[src/rtl/vaa_pkg.sv]
// Shared types and constants of the voice allocator.
// No dependencies.
package vaa_pkg;
    localparam logic [16:0] FULL = 17'd65536;

    typedef enum logic [2:0] {
        CMD_NOTE_ON = 3'd0, CMD_NOTE_OFF = 3'd1, CMD_ALL_OFF = 3'd2,
        CMD_PANIC = 3'd3, CMD_TICK = 3'd4
    } cmd_t;

    typedef enum logic [2:0] {
        ST_IDLE = 3'd0, ST_ATTACK = 3'd1, ST_DECAY = 3'd2,
        ST_SUSTAIN = 3'd3, ST_RELEASE = 3'd4
    } stage_t;

    localparam logic [1:0] KIND_NOTE_ON = 2'd0;
    localparam logic [1:0] KIND_REPORT  = 2'd1;
    localparam logic [1:0] KIND_ACK     = 2'd2;

    localparam logic [2:0] REG_LIMIT   = 3'd0;
    localparam logic [2:0] REG_STEAL   = 3'd1;
    localparam logic [2:0] REG_SAMPLE  = 3'd2;
    localparam logic [2:0] REG_SUSTAIN = 3'd3;
    localparam logic [2:0] REG_ATTACK  = 3'd4;
    localparam logic [2:0] REG_DECAY   = 3'd5;
    localparam logic [2:0] REG_RELEASE = 3'd6;

    localparam logic [1:0] STEAL_OLDEST  = 2'd1;
    localparam logic [1:0] STEAL_QUIETEST = 2'd2;

    // datapath operation codes
    typedef enum logic [2:0] {
        OP_NONE, OP_SCAN, OP_WRITE_ON, OP_RELEASE, OP_PANIC, OP_TICK
    } op_t;

    typedef struct packed {
        op_t        op;
        logic       clear;   // start of a scan: reset best/found
    } dp_cmd_t;

    typedef struct packed {
        logic       idle_hit;   // current voice is idle
        logic       note_hit;   // active, non-releasing, note matches
    } dp_stat_t;

    function automatic logic [16:0] sat_full(input logic [16:0] v);
        return (v > FULL) ? FULL : v;
    endfunction

    function automatic logic [16:0] step_of(input logic [16:0] v);
        return (v == 17'd0) ? 17'd1 : sat_full(v);
    endfunction
endpackage

[src/rtl/vaa_ctrl.sv]
// Sequencer of the voice allocator: walks voices for each command.
// Depends on vaa_pkg.
module vaa_ctrl import vaa_pkg::*; #(
    parameter int IW = 5
) (
    input  logic          clk,
    input  logic          rst_n,
    input  logic          in_fire,
    input  logic [2:0]    cmd,
    input  logic [IW:0]   limit,
    input  logic [IW:0]   all_count,
    input  logic          sample_present,
    input  logic [1:0]    steal_mode,
    input  dp_stat_t      stat,
    input  logic          out_free,
    output logic          busy,
    output dp_cmd_t       dcmd,
    output logic [IW-1:0] vidx,
    output logic          emit,
    output logic [1:0]    emit_kind,
    output logic          emit_last,
    output logic          use_best
);
    typedef enum logic [2:0] {
        S_IDLE, S_RD, S_EVAL, S_WR, S_OUT
    } state_t;

    state_t        state_reg, state_next;
    logic [2:0]    cmd_reg, cmd_next;
    logic [IW:0]   idx_reg, idx_next;
    logic          pass_reg, pass_next; // note on: 0 idle scan, 1 steal scan
    logic [IW:0]   end_cnt;
    logic          at_end;

    assign end_cnt = (cmd_reg == CMD_ALL_OFF || cmd_reg == CMD_PANIC) ? all_count : limit;
    assign at_end  = (idx_reg + 1'b1) == end_cnt;
    assign busy    = state_reg != S_IDLE;
    assign vidx    = idx_reg[IW-1:0];

    always_comb
    begin
        state_next = state_reg;
        cmd_next   = cmd_reg;
        idx_next   = idx_reg;
        pass_next  = pass_reg;
        dcmd       = '{op: OP_NONE, clear: 1'b0};
        emit       = 1'b0;
        emit_kind  = KIND_ACK;
        emit_last  = 1'b1;
        use_best   = 1'b0;
        case (state_reg)
            S_IDLE:
            begin
                if (in_fire)
                begin
                    cmd_next  = cmd;
                    idx_next  = '0;
                    pass_next = 1'b0;
                    dcmd.clear = 1'b1;
                    if (cmd > CMD_TICK || (cmd == CMD_NOTE_ON && !sample_present))
                        state_next = S_OUT;
                    else
                        state_next = S_RD;
                end
            end
            S_RD:
            begin
                state_next = S_EVAL;
            end
            S_EVAL:
            begin
                state_next = S_RD;
                idx_next   = idx_reg + 1'b1;
                case (cmd_reg)
                    CMD_NOTE_ON:
                    begin
                        if (!pass_reg && stat.idle_hit)
                        begin
                            state_next = S_WR;
                        end
                        else
                        begin
                            if (pass_reg)
                                dcmd.op = OP_SCAN;
                            if (at_end)
                            begin
                                if (!pass_reg && (steal_mode == STEAL_OLDEST ||
                                    steal_mode == STEAL_QUIETEST))
                                begin
                                    pass_next = 1'b1;
                                    idx_next  = '0;
                                end
                                else if (pass_reg)
                                begin
                                    state_next = S_WR;
                                end
                                else
                                    state_next = S_OUT;
                            end
                        end
                    end
                    CMD_NOTE_OFF:
                    begin
                        if (stat.note_hit)
                        begin
                            dcmd.op    = OP_RELEASE;
                            state_next = S_OUT;
                        end
                        else if (at_end)
                            state_next = S_OUT;
                    end
                    CMD_ALL_OFF:
                    begin
                        dcmd.op = OP_RELEASE;
                        if (at_end) state_next = S_OUT;
                    end
                    CMD_PANIC:
                    begin
                        dcmd.op = OP_PANIC;
                        if (at_end) state_next = S_OUT;
                    end
                    CMD_TICK:
                    begin
                        // wait for the output register before writing back
                        if (out_free)
                        begin
                            dcmd.op   = OP_TICK;
                            emit      = 1'b1;
                            emit_kind = KIND_REPORT;
                            emit_last = at_end;
                            if (at_end) state_next = S_IDLE;
                        end
                        else
                        begin
                            idx_next   = idx_reg;
                            state_next = S_EVAL;
                        end
                    end
                    default:
                    begin
                        state_next = S_OUT;
                    end
                endcase
            end
            S_WR:
            begin
                // pass 1 uses the best candidate index
                use_best = pass_reg;
                if (out_free)
                begin
                    dcmd.op    = OP_WRITE_ON;
                    emit       = 1'b1;
                    emit_kind  = KIND_NOTE_ON;
                    state_next = S_IDLE;
                end
                else
                    idx_next = idx_reg;
            end
            S_OUT:
            begin
                if (out_free)
                begin
                    emit       = 1'b1;
                    emit_kind  = (cmd_reg == CMD_NOTE_ON) ? KIND_NOTE_ON : KIND_ACK;
                    state_next = S_IDLE;
                end
            end
            default:
            begin
                state_next = S_IDLE;
            end
        endcase
        // in S_WR of idle pass the index must stay on the hit voice
        if (state_reg == S_EVAL && state_next == S_WR && !pass_reg)
            idx_next = idx_reg;
    end

    always_ff @(posedge clk or negedge rst_n)
    begin
        if (!rst_n)
        begin
            state_reg <= S_IDLE;
            cmd_reg   <= '0;
            idx_reg   <= '0;
            pass_reg  <= 1'b0;
        end
        else
        begin
            state_reg <= state_next;
            cmd_reg   <= cmd_next;
            idx_reg   <= idx_next;
            pass_reg  <= pass_next;
        end
    end
endmodule

[config.mk]
export PLATFORM = sky130hd
export DESIGN_NAME = vaa_ctrl
export DESIGN_NICKNAME = d
export VERILOG_FILES = /design/src/rtl/vaa_pkg.sv /design/src/rtl/vaa_ctrl.sv
export SDC_FILE = /design/constraint.sdc
export NUM_CORES = 1
export LEC_CHECK = 0
export ABC_AREA = 1
export BUFFER_PORTS_ARGS = -buffer_cell sky130_fd_sc_hd__buf_4
export CORE_MARGIN = 2
export CORE_UTILIZATION = 40
export CTS_BUF_LIST = sky130_fd_sc_hd__clkbuf_16
export CTS_CLUSTER_DIAMETER = 100
export DETAILED_ROUTE_END_ITERATION = 8
export HOLD_SLACK_MARGIN = 0.08
export SLEW_MARGIN = 10
export SYNTH_ARGS = -nofsm -noshare
export SYNTH_HDL_FRONTEND = slang
export SYNTH_SLANG_ARGS = --single-unit
[constraint.sdc]
create_clock -name clk -period 2.62 [get_ports clk]
set_clock_uncertainty 0.1 [all_clocks]
set_input_delay 0.131 -clock clk [delete_from_list [all_inputs] [get_ports clk]]
set_output_delay 0.131 -clock clk [all_outputs]
set_load 0.02 [all_outputs]
==> impl_metrics.py <==
metrics = {
    "worst_setup_path": {
        "end_kind": "flop",
        "r2r_slack_ns": 0.26,
        "crit_arrival_ns": 2.38,
        "crit_type": "flop to flop",
        "r2r_start": "idx_reg[0]",
        "crit_path_max_fanout": 10,
        "cp.required_ns": 2.64,
        "r2r_end": "idx_reg[3]",
        "ff2ff_path_depth": 17,
        "worst_setup_path_start_kind": "flop",
    },
    "layout": {
        "fin_nets": 288,
        "syn_to_final_growth_pct": 30.52,
        "final_common_cell": "nand2_1",
        "largest_reg_flops": 6,
        "final_area_um2": 1702,
        "drive_gt1_share_pct": 21.76,
        "final_cell_mix": "nand2_1, buf_4, inv_1, nor2_1, nand3_1",
        "antenna_cells": 0,
    },
    "logic_synthesis": {
        "yosys.area.top_type_share_pct": 24.95,
        "yosysWarnings": 0,
        "synth_largest_area_cell": "dfrtp_1",
        "synthCells": 224,
        "avgSynthCellArea_um2": 5.820,
        "synthesis.area_um2": 1304,
        "synth_seq_area_share_pct": 24.95,
        "syn-num-nets": 249,
        "ys_types": 28,
        "synthTopCellsByArea": "dfrtp_1, nand2_1, inv_1, nand3_1, nor2_1",
        "yosys_register_bits": 13,
    },
    "clock_network": {
        "cts_tree": "yes",
        "cts_sinks": 13,
        "root_buffer": "clkbuf_16",
        "cts_buffer_depth": 2,
        "cts_buffers": 3,
        "cts_post_setup_buffers_inserted": 0,
        "worstSkewPairLatency_ns": 0.24,
        "path_clk_slew_ns": 0.04,
        "htreeDepth": 1,
    },
    "timing": {
        "maxSlewHeadroom_pct": 59.39,
        "worst_slew_pin_slew_ns": 0.6051,
        "setup_slack_ns": 0.2628,
        "fin_tns_setup_ns": 0,
        "final-setup-viol-count": 0,
        "rsz0062_at_grt": "no",
        "finalMaxSlewViolations": 0,
        "fmax_mhz": 424.2,
        "fin_crit_ns": 2.357,
        "fin_crit_sh_pct": 89.97,
        "hold_violations": 0,
    },
    "global_route": {
        "antenna_found_initial": 0,
        "first_global_vias": 1189,
        "grt_first_pass_wirelength_um": 5409,
        "gr-total-overflow": 0,
        "grt_max_degree": 14,
        "groute.usage.overall_pct": 19.35,
    },
    "power": {
        "power_density_nw_per_um2": 746.8,
        "power_mw": 1.271,
        "peakVddDrop_mv": 0.7071,
        "p_leak_nw": 0.9542,
    },
    "floorplanning": {
        "chipWidth_um": 61.09,
        "coreArea_um2": 3078,
        "start_util_pct": 42.36,
        "die_area_um2": 3732,
        "num_rows": 20,
        "die_h_um": 61.09,
        "pin_count": 39,
    },
    "placement": {
        "dp_slack_ns": 0.2145,
        "dp_hpwl_um": 2733,
        "gp_congestion": 0.8403,
        "place.port_buffers": 38,
        "placed_area_um2": 1579,
    },
    "detailed_routing": {
        "drt_iter0_drc": 101,
        "wire_per_inst_um": 10.99,
        "route.vias.total": 1418,
        "vias_per_cell": 4.634,
        "wl_um": 3362,
        "ant_nets": 0,
        "route.detailed.drc": 0,
        "drt_first_pass_iters": 4,
    },
    "min_path": {
        "min_to": "state_reg[2]",
        "hold_class": "primary input to flop",
        "hold_depth": 4,
        "hold_start": "out_free",
    },
    "run": {
        "max_cap_violations": 0,
    },
    "outcome": {
        "status": "completed",
    },
}
-- cell families (layout without fill, tap and decap cells) --
kind of cell / count (synthesis) / in the layout / synth area share (%)
AOI/OAI and AO/OA: 20 / 20 / 9.021
DFF: 13 / 13 / 24.95
and+or+nand+nor: 141 / 141 / 46.83
xor gates and xnor gates: 3 / 3 / 2.016
buffers and inverters: 46 / 84 / 16.22
adders and majority gates: 1 / 1 / 0.9595
-- power by group --
group | leakage [nW] | switching [mW] | internal [mW]
Combinational | 0.740 | 0.445 | 0.253
Sequential | 0.172 | 0.0524 | 0.245
Clock | 0.0423 | 0.0758 | 0.200
Total | 0.954 | 0.573 | 0.698
-- routing by layer --
metal	wire length (um)	GRT usage [%]	up-vias
met5	0	0	-
met4	45	6.211	0
met3	227	1.261	6
met2	1350	27.96	50
met1	1739	30.54	591
li1	-	-	771
-- worst max-delay path: stages (launching register included) --
cell     delay, ns
dfrtp_2       0.47
ha_1          0.28
nand3_1       0.10
nand2_1       0.05
nand2_1       0.08
inv_1         0.05
nand2_1       0.05
nand2_1       0.06
nor2_2        0.17
nand2_2       0.11
o21ai_1       0.10
nand3_1       0.10
nand2_1       0.08
nand2_2       0.07
nand2_2       0.14
nand2_4       0.09
nand2_1       0.08
nand2_1       0.05
-- cell type report --
class	instances	area, um^2
Clock inverter	1	3.754
Tap cell	44	55.05
Inverter	37	138.9
Multi-Input combinational cell	165	769.5
Timing Repair Buffer	43	332.8
Fill cell	329	1376
Sequential cell	13	326.6
Clock buffer	3	75.07
-- synth_stat cells, drive strengths merged --
| master | instances |
|---|---|
| clkinv | 1 |
| buf | 9 |
| nand3 | 25 |
| nand2 | 76 |
| inv | 36 |
| xor2 | 2 |
| a31o | 1 |
| xnor2 | 1 |
| dfrtp | 13 |
| nand4 | 5 |
| o31ai | 2 |
| o21a | 1 |
| nand3b | 2 |
| nor3 | 2 |
| ha | 1 |
| a21oi | 2 |
| or2 | 1 |
| o22ai | 2 |
| o21ai | 12 |
| nor2 | 30 |
-- how the worst max path moves through the flow --
stage,to,depth (start not counted),from
2_1_floorplan,idx_reg[3],17,idx_reg[1]
3_3_place_gp,idx_reg[3],15,idx_reg[0]
3_5_place_dp,idx_reg[3],15,idx_reg[0]
4_1_cts,idx_reg[3],15,idx_reg[0]
5_1_grt,idx_reg[3],17,idx_reg[0]
6_report,idx_reg[3],17,idx_reg[0]
-- stage by stage --
step           std cells  hold WS (ns)  util (%)
2_1_floorplan        224       -0.2646         -
3_3_place_gp         298       -0.1161     51.30
3_5_place_dp         298       -0.1160     51.30
4_1_cts              306        0.1583     55.16
5_1_grt              306        0.1895     55.28
6_report             306        0.1597     55.28
-- timing repair --
| action | CTS | global route |
|---|---|---|
| resized for setup | 0 | 2 |
| endpoints found under the hold margin | 16 | 0 |
| endpoints found under the setup margin | 0 | 6 |
| hold buffers | 4 | 0 |
No activity file was read; power rests on OpenSTA's default activity.
